### src/dsi_pkg.sv
`default_nettype none
package dsi_pkg;

    // ascii codes the parser looks for
    localparam logic [7:0] CHAR_ZERO  = 8'h30;
    localparam logic [7:0] CHAR_NINE  = 8'h39;
    localparam logic [7:0] CHAR_DOT   = 8'h2E;
    localparam logic [7:0] CHAR_MINUS = 8'h2D;

    // decoupling queue between front and back
    localparam int QUEUE_DEPTH = 4;
    localparam int QUEUE_AW    = $clog2(QUEUE_DEPTH);
    localparam int QUEUE_CW    = $clog2(QUEUE_DEPTH + 1);

    // largest positive int64 magnitude
    localparam logic [63:0] INT64_MAG_MAX = 64'h7FFF_FFFF_FFFF_FFFF;

    // one input transaction
    typedef struct packed {
        logic [7:0] character;
        logic       char_present;
        logic       last_char;
    } t_in_item;

    // one result transaction
    typedef struct packed {
        logic [63:0] value_bits;
        logic        parse_ok;
    } t_out_item;

    // character class decided by the front
    typedef enum logic [1:0] {
        KIND_DIGIT,
        KIND_DOT,
        KIND_MINUS,
        KIND_OTHER
    } t_kind;

    // classified character as it travels through the queue
    typedef struct packed {
        t_kind      kind;
        logic [3:0] digit;
        logic       present;
        logic       last;
    } t_cls;

endpackage
`default_nettype wire

### src/dsi_front.sv
`default_nettype none
module dsi_front (
    input  wire                 i_clk,
    input  wire                 i_rst_n,
    input  wire                 push,
    input  dsi_pkg::t_in_item   i_item,
    input  wire                 i_signed_mode,
    input  wire                 i_queue_full,
    output logic                o_wr,
    output dsi_pkg::t_cls       o_cls
);

    logic is_digit;

    // accept whenever the queue has room
    assign o_wr = push && !i_queue_full;

    // classify the character
    assign is_digit = (i_item.character >= dsi_pkg::CHAR_ZERO) &&
                      (i_item.character <= dsi_pkg::CHAR_NINE);

    always_comb begin
        o_cls.present = i_item.char_present;
        o_cls.last    = i_item.last_char;
        o_cls.digit   = is_digit ? 4'(i_item.character - dsi_pkg::CHAR_ZERO) : 4'd0;
        if (is_digit) begin
            o_cls.kind = dsi_pkg::KIND_DIGIT;
        end else if (i_item.character == dsi_pkg::CHAR_DOT) begin
            o_cls.kind = dsi_pkg::KIND_DOT;
        end else if (i_signed_mode && i_item.character == dsi_pkg::CHAR_MINUS) begin
            // minus is a sign only in signed mode
            o_cls.kind = dsi_pkg::KIND_MINUS;
        end else begin
            o_cls.kind = dsi_pkg::KIND_OTHER;
        end
    end

    // a write never lands on a full queue
    a_no_write_when_full: assert property (@(posedge i_clk) disable iff (!i_rst_n)
        i_queue_full |-> !o_wr)
        else $error("front wrote to a full queue");

endmodule
`default_nettype wire

### src/dsi_queue.sv
`default_nettype none
module dsi_queue (
    input  wire             i_clk,
    input  wire             i_rst_n,
    input  wire             i_wr,
    input  dsi_pkg::t_cls   i_wdata,
    output logic            o_full,
    input  wire             i_rd,
    output dsi_pkg::t_cls   o_head,
    output logic            o_empty
);

    dsi_pkg::t_cls                   r_mem [dsi_pkg::QUEUE_DEPTH];
    logic [dsi_pkg::QUEUE_AW-1:0]    r_wp;
    logic [dsi_pkg::QUEUE_AW-1:0]    r_rp;
    logic [dsi_pkg::QUEUE_CW-1:0]    r_cnt;
    logic                            do_wr;
    logic                            do_rd;

    assign o_full  = (r_cnt == dsi_pkg::QUEUE_CW'(dsi_pkg::QUEUE_DEPTH));
    assign o_empty = (r_cnt == '0);
    assign o_head  = r_mem[r_rp];
    assign do_wr   = i_wr && !o_full;
    assign do_rd   = i_rd && !o_empty;

    // entry storage
    always_ff @(posedge i_clk) begin
        if (do_wr) begin
            r_mem[r_wp] <= i_wdata;
        end
    end

    // pointers and fill count
    always_ff @(posedge i_clk) begin
        if (!i_rst_n) begin
            r_wp  <= '0;
            r_rp  <= '0;
            r_cnt <= '0;
        end else begin
            if (do_wr) begin
                r_wp <= r_wp + 1'b1;
            end
            if (do_rd) begin
                r_rp <= r_rp + 1'b1;
            end
            if (do_wr && !do_rd) begin
                r_cnt <= r_cnt + 1'b1;
            end else if (do_rd && !do_wr) begin
                r_cnt <= r_cnt - 1'b1;
            end
        end
    end

    // fill count stays within depth
    a_cnt_bound: assert property (@(posedge i_clk) disable iff (!i_rst_n)
        r_cnt <= dsi_pkg::QUEUE_CW'(dsi_pkg::QUEUE_DEPTH))
        else $error("queue count out of range");

    // the back only reads a filled queue
    a_no_read_empty: assert property (@(posedge i_clk) disable iff (!i_rst_n)
        i_rd |-> !o_empty)
        else $error("queue read while empty");

endmodule
`default_nettype wire

### src/dsi_back.sv
`default_nettype none
module dsi_back (
    input  wire                 i_clk,
    input  wire                 i_rst_n,
    input  wire                 i_signed_mode,
    input  dsi_pkg::t_cls       i_head,
    input  wire                 i_head_valid,
    output logic                o_take,
    output dsi_pkg::t_out_item  o_item,
    output logic                empty,
    input  wire                 pop
);

    typedef enum logic [1:0] {
        PH_START,
        PH_INT,
        PH_FRAC,
        PH_FAIL
    } t_phase;

    typedef struct packed {
        logic [63:0] acc;
        logic        neg;
        logic        fail;
        logic        signed_mode;
    } t_final;

    t_phase              r_phase;
    logic                r_neg;
    logic [63:0]         r_acc;
    logic                r_f_valid;
    t_final              r_f;
    logic                r_o_valid;
    dsi_pkg::t_out_item  r_o;

    t_phase              n_phase;
    logic                n_neg;
    logic [63:0]         n_acc;
    logic [67:0]         prod;
    logic                go_int;
    logic                fin_move;
    logic                fin_free;
    logic                mag_fits;
    logic                fin_ok;
    dsi_pkg::t_out_item  fin_result;

    // handshake between queue head, final stage and output register
    assign fin_move = r_f_valid && (!r_o_valid || pop);
    assign fin_free = !r_f_valid || fin_move;
    assign o_take   = i_head_valid && (!i_head.last || fin_free);
    assign empty    = !r_o_valid;
    assign o_item   = r_o;

    // times ten plus digit as shift-add, carries above bit 63 mean overflow
    assign prod = {1'b0, r_acc, 3'b000} + {3'b000, r_acc, 1'b0} + 68'(i_head.digit);

    // next string state for the head character
    always_comb begin
        n_phase = r_phase;
        n_neg   = r_neg;
        n_acc   = r_acc;
        go_int  = 1'b0;
        if (i_head.present && r_phase != PH_FAIL) begin
            if (r_phase == PH_START) begin
                n_phase = PH_INT;
                if (i_head.kind == dsi_pkg::KIND_MINUS) begin
                    n_neg = 1'b1;
                end
            end
            go_int = (r_phase == PH_INT) ||
                     (r_phase == PH_START && i_head.kind != dsi_pkg::KIND_MINUS);
            if (go_int) begin
                if (i_head.kind == dsi_pkg::KIND_DIGIT) begin
                    if (prod[67:64] != 4'd0) begin
                        n_phase = PH_FAIL;
                    end else begin
                        n_acc = prod[63:0];
                    end
                end else if (i_head.kind == dsi_pkg::KIND_DOT) begin
                    n_phase = PH_FRAC;
                end else begin
                    n_phase = PH_FAIL;
                end
            end else if (r_phase == PH_FRAC && i_head.kind != dsi_pkg::KIND_DIGIT) begin
                n_phase = PH_FAIL;
            end
        end
    end

    // range check and sign for a finished string
    assign mag_fits = !r_f.acc[63] ||
                      (r_f.neg && r_f.acc == dsi_pkg::INT64_MAG_MAX + 64'd1);
    assign fin_ok   = !r_f.fail && (!r_f.signed_mode || mag_fits);

    always_comb begin
        fin_result.parse_ok = fin_ok;
        if (!fin_ok) begin
            fin_result.value_bits = 64'd0;
        end else if (r_f.signed_mode && r_f.neg) begin
            fin_result.value_bits = 64'd0 - r_f.acc;
        end else begin
            fin_result.value_bits = r_f.acc;
        end
    end

    // string state, final stage and output register
    always_ff @(posedge i_clk) begin
        if (!i_rst_n) begin
            r_phase   <= PH_START;
            r_neg     <= 1'b0;
            r_acc     <= 64'd0;
            r_f_valid <= 1'b0;
            r_o_valid <= 1'b0;
        end else begin
            if (o_take) begin
                if (i_head.last) begin
                    r_phase <= PH_START;
                    r_neg   <= 1'b0;
                    r_acc   <= 64'd0;
                end else begin
                    r_phase <= n_phase;
                    r_neg   <= n_neg;
                    r_acc   <= n_acc;
                end
            end
            if (o_take && i_head.last) begin
                r_f_valid       <= 1'b1;
                r_f.acc         <= n_acc;
                r_f.neg         <= n_neg;
                r_f.fail        <= (n_phase == PH_FAIL);
                r_f.signed_mode <= i_signed_mode;
            end else if (fin_move) begin
                r_f_valid <= 1'b0;
            end
            if (fin_move) begin
                r_o_valid <= 1'b1;
                r_o       <= fin_result;
            end else if (pop) begin
                r_o_valid <= 1'b0;
            end
        end
    end

    // a rejected string always reports zero
    a_fail_zero: assert property (@(posedge i_clk) disable iff (!i_rst_n)
        r_o_valid && !r_o.parse_ok |-> r_o.value_bits == 64'd0)
        else $error("failed result carries a nonzero value");

    // a waiting result survives a stall unchanged
    a_out_hold: assert property (@(posedge i_clk) disable iff (!i_rst_n)
        r_o_valid && !pop |=> r_o_valid && $stable(r_o))
        else $error("waiting result lost or changed");

    // string state returns to start after its last character
    a_clear_after_last: assert property (@(posedge i_clk) disable iff (!i_rst_n)
        o_take && i_head.last |=> r_phase == PH_START && !r_neg && r_acc == 64'd0)
        else $error("string state not cleared after last character");

endmodule
`default_nettype wire

### src/decimal_string_to_int64.sv
// Decimal ASCII string to 64-bit integer parser with overflow check.
// Input channel: a queue write port. One character per transaction, taken at a
// rising edge with push high and full low; last_char marks the string's end.
// Result channel: a queue read port. The oldest result sits on o_item while
// empty is low and is taken at a rising edge with pop high.
// Configuration: i_cfg_we writes i_cfg_wdata into signed_mode (reset 1);
// write only while no string is in flight.
// Throughput: one character per cycle, sustained, including one-character
// strings, while the receiver keeps popping results; the multiply by ten is
// a combinational shift-add in the back. A string's result passes the final
// sign and range stage, then the output register, before it is on o_item.
// A 4-entry queue sits between the character classifier and the
// accumulator; the final stage and an output register hold up to two
// results. When the receiver stalls they fill, then the queue fills, and
// full rises; nothing is dropped.
// Reset (synchronous, active low) empties all queues, clears the string
// state and sets signed_mode.
`default_nettype none
module decimal_string_to_int64 (
    input  wire                 i_clk,
    input  wire                 i_rst_n,
    input  wire                 push,
    output logic                full,
    input  dsi_pkg::t_in_item   i_item,
    output logic                empty,
    input  wire                 pop,
    output dsi_pkg::t_out_item  o_item,
    input  wire                 i_cfg_we,
    input  wire                 i_cfg_wdata
);

    logic           r_signed_mode;
    logic           wr;
    dsi_pkg::t_cls  wr_cls;
    dsi_pkg::t_cls  head;
    logic           q_empty;
    logic           take;

    // configuration register
    always_ff @(posedge i_clk) begin
        if (!i_rst_n) begin
            r_signed_mode <= 1'b1;
        end else if (i_cfg_we) begin
            r_signed_mode <= i_cfg_wdata;
        end
    end

    // classify incoming characters
    dsi_front u_front (
        .i_clk         (i_clk),
        .i_rst_n       (i_rst_n),
        .push          (push),
        .i_item        (i_item),
        .i_signed_mode (r_signed_mode),
        .i_queue_full  (full),
        .o_wr          (wr),
        .o_cls         (wr_cls)
    );

    // decoupling queue
    dsi_queue u_queue (
        .i_clk   (i_clk),
        .i_rst_n (i_rst_n),
        .i_wr    (wr),
        .i_wdata (wr_cls),
        .o_full  (full),
        .i_rd    (take),
        .o_head  (head),
        .o_empty (q_empty)
    );

    // accumulate and deliver results
    dsi_back u_back (
        .i_clk         (i_clk),
        .i_rst_n       (i_rst_n),
        .i_signed_mode (r_signed_mode),
        .i_head        (head),
        .i_head_valid  (!q_empty),
        .o_take        (take),
        .o_item        (o_item),
        .empty         (empty),
        .pop           (pop)
    );

endmodule
`default_nettype wire
### config.mk
export PLATFORM = sky130hd
export DESIGN_NAME = decimal_string_to_int64
export DESIGN_NICKNAME = d
export VERILOG_FILES = /design/src/dsi_pkg.sv /design/src/dsi_front.sv /design/src/dsi_queue.sv /design/src/dsi_back.sv /design/src/decimal_string_to_int64.sv
export SDC_FILE = /design/constraint.sdc
export NUM_CORES = 1
export LEC_CHECK = 0
export ABC_AREA = 0
export CORE_UTILIZATION = 30
export DETAILED_ROUTE_END_ITERATION = 8
export DONT_BUFFER_PORTS = 1
export GPL_TIMING_DRIVEN = 0
export PLACE_DENSITY_LB_ADDON = 0.25
export SLEW_MARGIN = 15
export SYNTH_ARGS = -nofsm -noshare
export SYNTH_HDL_FRONTEND = slang
export SYNTH_SLANG_ARGS = --single-unit
### constraint.sdc
create_clock -name i_clk -period 7 [get_ports i_clk]
set_clock_uncertainty 0.05 [all_clocks]
set_input_delay 2.1 -clock i_clk [delete_from_list [all_inputs] [get_ports i_clk]]
set_output_delay 2.1 -clock i_clk [all_outputs]
set_load 0.005 [all_outputs]
* Word-level counts from Yosys, hierarchy flattened *
Memories as Yosys holds them, arrays and structs flattened. A register that Yosys moved wholly into a read port is not among the register bits.
Index checks and enable logic that the tools add are counted.

word-level totals
  bits in registers = 209
  input bits = 16
  memories kept = 1
  output and inout port bits = 67
  memory bits (writable) = 32

operators by class
  reduce and logical (&&, ||, !) cells = 42
  add/subtract/negate cells = 8
  equal/unequal tests = 11
  mux-type cells = 32
  magnitude comparators = 2

memories
  name           words  bits a word  rd ports  clocked after Yosys merged registers in  write ports  RTL line         source
  u_queue.r_mem  4      8            1         1                                        1            dsi_queue.sv:13  dsi_pkg::t_cls r_mem [dsi_pkg::QUEUE_DEPTH];

operators by type and width
  operator                 count
  $mux W64                 6
  $add A67 B65 Y68         1
  $add A68 B4 Y68          1
  $eq A64 B64 Y1 const B   1
  $sub A1 B64 Y64 const A  1
  $mux W2                  11
  $eq A8 B6 Y1 const B     2
  $logic_and A1 B1 Y1      16
  $mux W1                  12
  $logic_not A1 Y1         10
  $ge A8 B6 Y1 const B     1
  $le A8 B6 Y1 const B     1
  $reduce_bool A2 Y1       4
  $eq A2 B2 Y1 const B     3
  $logic_or A1 B1 Y1       6
  $mux W3                  2
  $add A2 B1 Y2 const B    2
  $eq A2 B1 Y1 const B     2
  $logic_not A2 Y1         2
  $mux W4                  1
  $ne A2 B2 Y1 const B     2
  $reduce_and A2 Y1        2
  $reduce_bool A4 Y1       1
  $sub A4 B1 Y4 const B    1
  4 further kinds          4

* Longest topological paths before layout *
Gate-level depths: netlist (run 1).

  word-level depth = 10
  depth in mapped cells = 20

* Hierarchy *
From an unflattened synthesis (run 1), not the netlist that was laid out.

second synthesis, totals
  cell total of the unflattened synthesis = 1469
  area, all modules = 15278.4 um^2

modules (own cells, without submodules)
  module                   sequential area each (um^2)  instances  area an instance (um^2)  cells an instance
  dsi_back                 5345.1                       1          13469.2                  1355
  dsi_queue                1141.1                       1          1639.1                   90
  dsi_front                0.0                          1          132.6                    20
  decimal_string_to_int64  20.0                         1          37.5                     4

* Worst setup path after synthesis (run 1) *
No wires, ideal clock.

  path kind = in2reg
  start = input port pop
  end = register u_back.r_f[0] in the netlist's numbering, enable pin
  stages on the path = 4
  required time = 6458 ps
  setup time = 492 ps
  setup slack = 1001 ps
  arrival time = 5457 ps
  cells stage by stage = nor2_1 > a31oi_1 > nand2_1 > nor2_1

on the way
  longest elaborated chain between the ends = 7

ends and longest elaborated chain
  element                             RTL line                       source
  from (decl)                         decimal_string_to_int64.sv:26  input wire pop,
  $logic_or A1 B1 Y1                  dsi_back.sv:48                 assign fin_move = r_f_valid && (!r_o_valid || pop);
  $logic_and A1 B1 Y1                 dsi_back.sv:48
  $logic_or A1 B1 Y1                  dsi_back.sv:49                 assign fin_free = !r_f_valid || fin_move;
  $logic_or A1 B1 Y1                  dsi_back.sv:50                 assign o_take = i_head_valid && (!i_head.last || fin_free);
  $logic_and A1 B1 Y1                 dsi_back.sv:50
  $logic_and A1 B1 Y1                 dsi_back.sv:126                if (o_take && i_head.last) begin
  $reduce_and A2 Y1 (no source line)  n/a
  to (decl)                           dsi_back.sv:32                 t_final r_f;

Every way passes these cells.
A chain may end at the register's enable or synchronous reset.

==> results of run 1 <==
-- power breakdown --
group | internal (mW) | total [mW] | leakage (nW) | switching, mW
combinational | 0.356 | 0.935 | 4.11 | 0.579
sequential | 1.73 | 1.86 | 2.19 | 0.122
clock | 0.873 | 1.49 | 0.448 | 0.612
-- critical path: cells and delay by family (launching register included) --
kind                       cells  cell delay, ps
adders and majority gates      2             940
and+or+nand+nor                3            1270
buffers and inverters          3             690
xor gates and xnor gates       1             180
DFF                            1             660
AOI/OAI and AO/OA              7            2070
muxes                          1             610
-- layout by cell type, fill, tap and decap left out, types with 6 or more instances in the layout --
cell type   instances
edfxtp_1          164
buf_2              12
xnor2_1            69
nor4_1             16
buf_6               9
and3_1              8
o211ai_1            8
a32o_1             62
clkbuf_1           55
nor3_1             20
o31ai_1            13
or3_1              12
inv_1              34
o21bai_1           16
o21a_1              9
nor2_1            135
clkbuf_16          29
xor2_1             60
mux4_2              8
a31oi_1             8
dfxtp_1            79
ha_1              133
nand2_1            99
mux2_2             60
nand2b_1            6
nand3_1            12
o21ai_0            62
o41ai_1             7
or4_1               7
and2_1              9
clkinvlp_4          6
a21oi_1           115
nand4_1            26
a21o_1             30
-- per-layer routing --
layer  vias to the layer above  track usage  wire [um]
li1                       5496            -          -
met1                      5330       0.2084      18950
met2                       213       0.2437      17460
met3                        51      0.01965       1407
met4                         0      0.04490        913
met5                         -            0          0
-- stage by stage --
step | area [um2] | TNS [ps]
detailed placement | 16020 | 0
CTS | 16960 | 0
global route | 16960 | 0
floorplan | 15080 | 0
finish | 16960 | 0
global placement | 15910 | -107090
-- worst max-delay path by stage --
| stage | from | endpoint |
|---|---|---|
| after floorplan | pop | u_back.r_f[0]$_DFFE_PP_ |
| after global placement | i_rst_n | u_back.o_item[21]$_SDFFCE_PN0P_ |
| after detailed placement | flop | u_back.r_acc[1]$_SDFFE_PN0P_ |
| after CTS | flop | u_back.r_acc[1]$_SDFFE_PN0P_ |
| after global routing | flop | u_back.r_acc[31]$_SDFFE_PN0P_ |
| final | flop | u_back.r_acc[57]$_SDFFE_PN0P_ |
-- layout make-up --
type,count,area share
Timing Repair Buffer,4,0.005165
Inverter,34,0.007526
Tap cell,664,0.04899
Sequential cell,243,0.3837
Clock inverter,18,0.009297
Clock buffer,35,0.04648
Multi-Input combinational cell,1085,0.4761
Buffer,79,0.02280
-- cell families after synthesis --
family	after synthesis	share of synthesized area
fa+ha+maj	136	0.1143
buf+inv	114	0.03434
simple gates	371	0.1140
compound gates	378	0.1723
flops	243	0.4314
mux	71	0.05874
xor+xnor	129	0.07491
-- sequential cells by signal, indices dropped and copies added (netlist names), named ones only --
register and count:
u_back.r_f 67, u_back.o_item 65, u_back.r_acc 64, u_queue.r_mem 32, u_queue.r_cnt 3, u_back.r_phase 2, u_queue.r_rp 2, u_queue.r_wp 2
r_signed_mode 1, u_back.r_f_valid 1, u_back.r_neg 1, u_back.r_o_valid 1
==> results.toml, run 1 <==
[logic_synthesis]
synth_cell_types = 75
ys_async_sr_fraction = 0
synthCells = 1442
yosys.area.top_type = "edfxtp_1"
ys_seq_area_frac = 0.4314
synth_nets = 1594
synthTopCellsByCount = "edfxtp_1 (164), nor2_1 (137), ha_1 (133)"
synth_top_flop_cell = "edfxtp_1"
synth_warnings = 0
ys_top_cells_by_area = "edfxtp_1 (33%), ha_1 (11%), dfxtp_1 (10%)"
ys_ff_latch = 243
synth_area_mm2 = 0.01508
synth_most_common_cell = "edfxtp_1"
syn_avg_cell_area_um2 = 10.46
synth_edf_count = 164
synth_top_area_frac = 0.3265

[pwr]
power_mw = 4.277
p_per_area_mw_per_mm2 = 252.2
ir_worst_vdd_v = 0.0001861
leakage_nw = 6.749

[placed_design]
place_inst = 2110
port_buffers = 0
place.gp.congestion = 0.8841
pre_cts_slack_ps = 283.5
hpwl_mm = 30.16

[clock_network]
htreeDepth = 1
post-cts-setup-buffers = 0
root_buffer = "clkbuf_16"
cts_made_buffers = 29
clk_latency_ps = 560
cts.path.max_buffers = 3
cts_tree = "yes"
cts.sinks = 243
cts_resized = 0
clk_transition_reported_paths_ps = 60
cts_hold_buffers = 0

[detailed_routing]
dr_total_vias = 11090
viasPerCell = 5.130
dr.pass1.iters = 5
drtIter0Drc = 710
wl_mm = 38.74
wl_per_cell_um = 17.92
drc = 0
drt.antenna.violating_nets = 0

[floorplan]
core-area_mm2 = 0.04925
rows = 81
die_h_um = 226.2
die-width_um = 226.2
io_pins = 83
start_util = 0.3062
dieArea_mm2 = 0.05117

[timing]
min_period_ps = 6534
whs_ps = 431.4
hold_violations = 0
tightest_slew_ps = 1032
finalSetupViolCount = 0
slew_viol_final = 0
period_share = 0.9334
rsz0062_at_grt = "no"
timing.final.ws_setup_ps = 465.9
maxSlewHeadroom = 0.3031
max_freq_ghz = 0.1530

[worst_setup_path]
reg2reg_depth = 17
crit_path_start_kind = "flop"
cp_cell_sequence = "mux4_2, inv_1, fa_1, fa_1, and2b_1, o2111ai_2, a2111oi_0, o211ai_1, a21oi_1, a31o_2, a31oi_1, xnor2_1, or4_1, buf_2, nor2_2, buf_2, a32o_1"
crit_fanout = 10
crit_path_top_delay_cell = "a2111oi_0"
cp-end-kind = "flop"
worstPathRequired_ps = 7450
r2r_slack_ps = 470
max_stage_delay_ps = 690
reg2reg_to = "u_back.r_acc[57]$_SDFFE_PN0P_"
critical_path_class = "reg2reg"
cp.arrival_ps = 6990

[final_layout]
area_growth_pct = 12.44
num-fill-cells = 5040
seq_area_mm2 = 0.006506
drive_above_1_share = 0.1055
multi_input_area_mm2 = 0.008073
final_util = 0.3443
nets = 1628
final_cells = 2162
n_antenna_cell = 0

[global_routing]
grt_pass1_wl_mm = 60.54
grt_max_degree = 32
grt_pass1_vias = 10847
grt.total_usage = 0.1507
antenna_found_initial = 0
grt_overflow_total = 0

[hold_path]
hold_path.startpoint = "u_back.r_phase[0]$_SDFFE_PN0P_"
holdPathStages = 2
worst_hold_path_type = "reg2reg"
worstHoldEndpoint = "u_back.r_phase[0]$_SDFFE_PN0P_"

[job]
maxCapViolCount = 0

[outcome]
status = "complete, no violations"
Note: power is estimated with default switching activity, not from simulation.
==> inputs of run 2 (changes only) <==
REMOVE_ABC_BUFFERS = 1   (was unset)
==> results.toml, run 2 (synthesis gave the netlist of run 1 again) <==
[placed_design]
pre_cts_slack_ps = 376.2
port_buffers = 0
hpwl_mm = 26.93
dpl_cell_area_mm2 = 0.01578
place.gp.congestion = 0.8525

[worst_setup_path]
critical_path_class = "reg2reg"
crit_path_start_kind = "flop"
reg2reg_to = "u_back.r_f[63]$_DFFE_PP_"
max_stage_delay_ps = 740
cp.arrival_ps = 6800
crit_path_top_delay_cell = "a2111oi_0"
crit_fanout = 52
critical_path.top_delay_family = "compound AO/OA/AOI/OAI gates"
cp-end-kind = "flop"
cp_cell_sequence = "mux4_2, inv_1, fa_1, fa_1, and2b_1, o2111ai_2, a2111oi_0, o211ai_1, a21oi_1, a31o_2, a31oi_1, xnor2_1, or4_4, buf_16, inv_1, mux2_2"
worstPathRequired_ps = 7270
cp_num_buf_inv = 3
r2r_slack_ps = 470
reg2reg_depth = 16

[hold_path]
hold_path.startpoint = "u_back.r_phase[0]$_SDFFE_PN0P_"
worst_hold_path_type = "reg2reg"
worstHoldEndpoint = "u_back.r_phase[0]$_SDFFE_PN0P_"
holdPathStages = 2

[clock_network]
cts.sinks = 243
cts_resized = 0
clk_latency_ps = 580
cts_tree = "yes"
cts_hold_buffers = 0
cts.path.max_buffers = 3
clk_transition_reported_paths_ps = 60
cts_made_buffers = 30
root_buffer = "clkbuf_16"
post-cts-setup-buffers = 0
htreeDepth = 1

[detailed_routing]
wl_mm = 36.39
dr.pass1.iters = 5
drc = 0
wl_per_cell_um = 17.40
drtIter0Drc = 683
dr_total_vias = 10961
viasPerCell = 5.242
drt.antenna.violating_nets = 0

[pwr]
combinationalPowerShare = 0.193
power_mw = 4.403
ir_worst_vdd_v = 0.0001979
seqPwrFrac = 0.419
p_sw_frac = 0.2947
pwr-share-clk = 0.388
p_per_area_mw_per_mm2 = 260.7
p_sw_mw = 1.297
p_int_mw = 3.105
leakage_nw = 6.725

[final_layout]
num-fill-cells = 5013
top_register = "u_back.r_f"
n_antenna_cell = 0
layout_common_cells = "edfxtp_1 (164), nor2_1 (135), ha_1 (133)"
final_util = 0.3429
finalInstanceArea_mm2 = 0.01689
drive_above_1_share = 0.1065
largest_register_ffs = 67
final_common_cell = "edfxtp_1"
area_growth_pct = 11.98
nets = 1555

[floorplan]
dieArea_mm2 = 0.05117
core-area_mm2 = 0.04925
io_pins = 83
rows = 81
die_h_um = 226.2
start_util = 0.3062
die-width_um = 226.2

[timing]
slew_viol_final = 0
timing.final.ws_setup_ps = 465.5
maxSlewHeadroom = 0.3619
min_period_ps = 6535
hold_violations = 0
max_freq_ghz = 0.1530
finalSetupViolCount = 0
whs_ps = 430.0
tightest_slew_ps = 944.9
period_share = 0.9335
rsz0062_at_grt = "no"

[global_routing]
grt_overflow_total = 0
grt.total_usage = 0.1431
grt_pass1_wl_mm = 58.83
grt_pass1_vias = 10963
antenna_found_initial = 0
grt_max_degree = 68

[job]
maxCapViolCount = 0

[outcome]
status = "complete, no violations"
[run 2: per-layer routing]
metal / GRT usage / part of all wire / wire length, um / vias up
li1: - / - / - / 5368
met1: 0.1913 / 0.48 / 17290 / 5328
met2: 0.2316 / 0.45 / 16360 / 198
met3: 0.02615 / 0.048 / 1730 / 67
met4: 0.04708 / 0.028 / 1006 / 0
met5: 0 / 0 / 0 / -
[run 2: power by group through the flow]
stage	clock network, mW	registers [mW]	logic, mW
after floorplan	0	1.85	0.581
after global placement	0	1.90	0.799
after detailed placement	0	1.88	0.863
after CTS	1.76	1.85	0.868
after global routing	1.81	1.87	0.948
final	1.71	1.84	0.851
[run 2: layout make-up]
cell class	count	area [um2]	share of cell area
inverters	34	127.6	0.007557
well taps	664	830.8	0.04919
clock buffers	37	828.3	0.04904
repair buffers	9	210.2	0.01245
multi-input cells	1085	8109	0.4801
flip-flops and latches	243	6506	0.3852
clock inverters	19	276.5	0.01637
[run 2: how the worst max path moves through the flow]
stage,start,to,depth (start not counted)
2_1_floorplan,flop,u_back.r_acc[63]$_SDFFE_PN0P_,15
3_3_place_gp,flop,u_back.r_acc[25]$_SDFFE_PN0P_,15
3_5_place_dp,flop,u_back.r_f[63]$_DFFE_PP_,16
4_1_cts,flop,u_back.r_f[63]$_DFFE_PP_,16
5_1_grt,flop,u_back.r_f[63]$_DFFE_PP_,16
6_report,flop,u_back.r_f[63]$_DFFE_PP_,16
[run 2: tightest hold or removal path, stage by stage, from the launching register on]
cell     delay, ps
dfxtp_1        320
nand2_1         60
a21oi_1         50
[run 2: stage by stage]
step,setup TNS (ps),instances
6_report,0,2091
3_5_place_dp,0,2035
4_1_cts,0,2091
2_1_floorplan,-13.49,1362
3_3_place_gp,-273130,2026
5_1_grt,0,2091
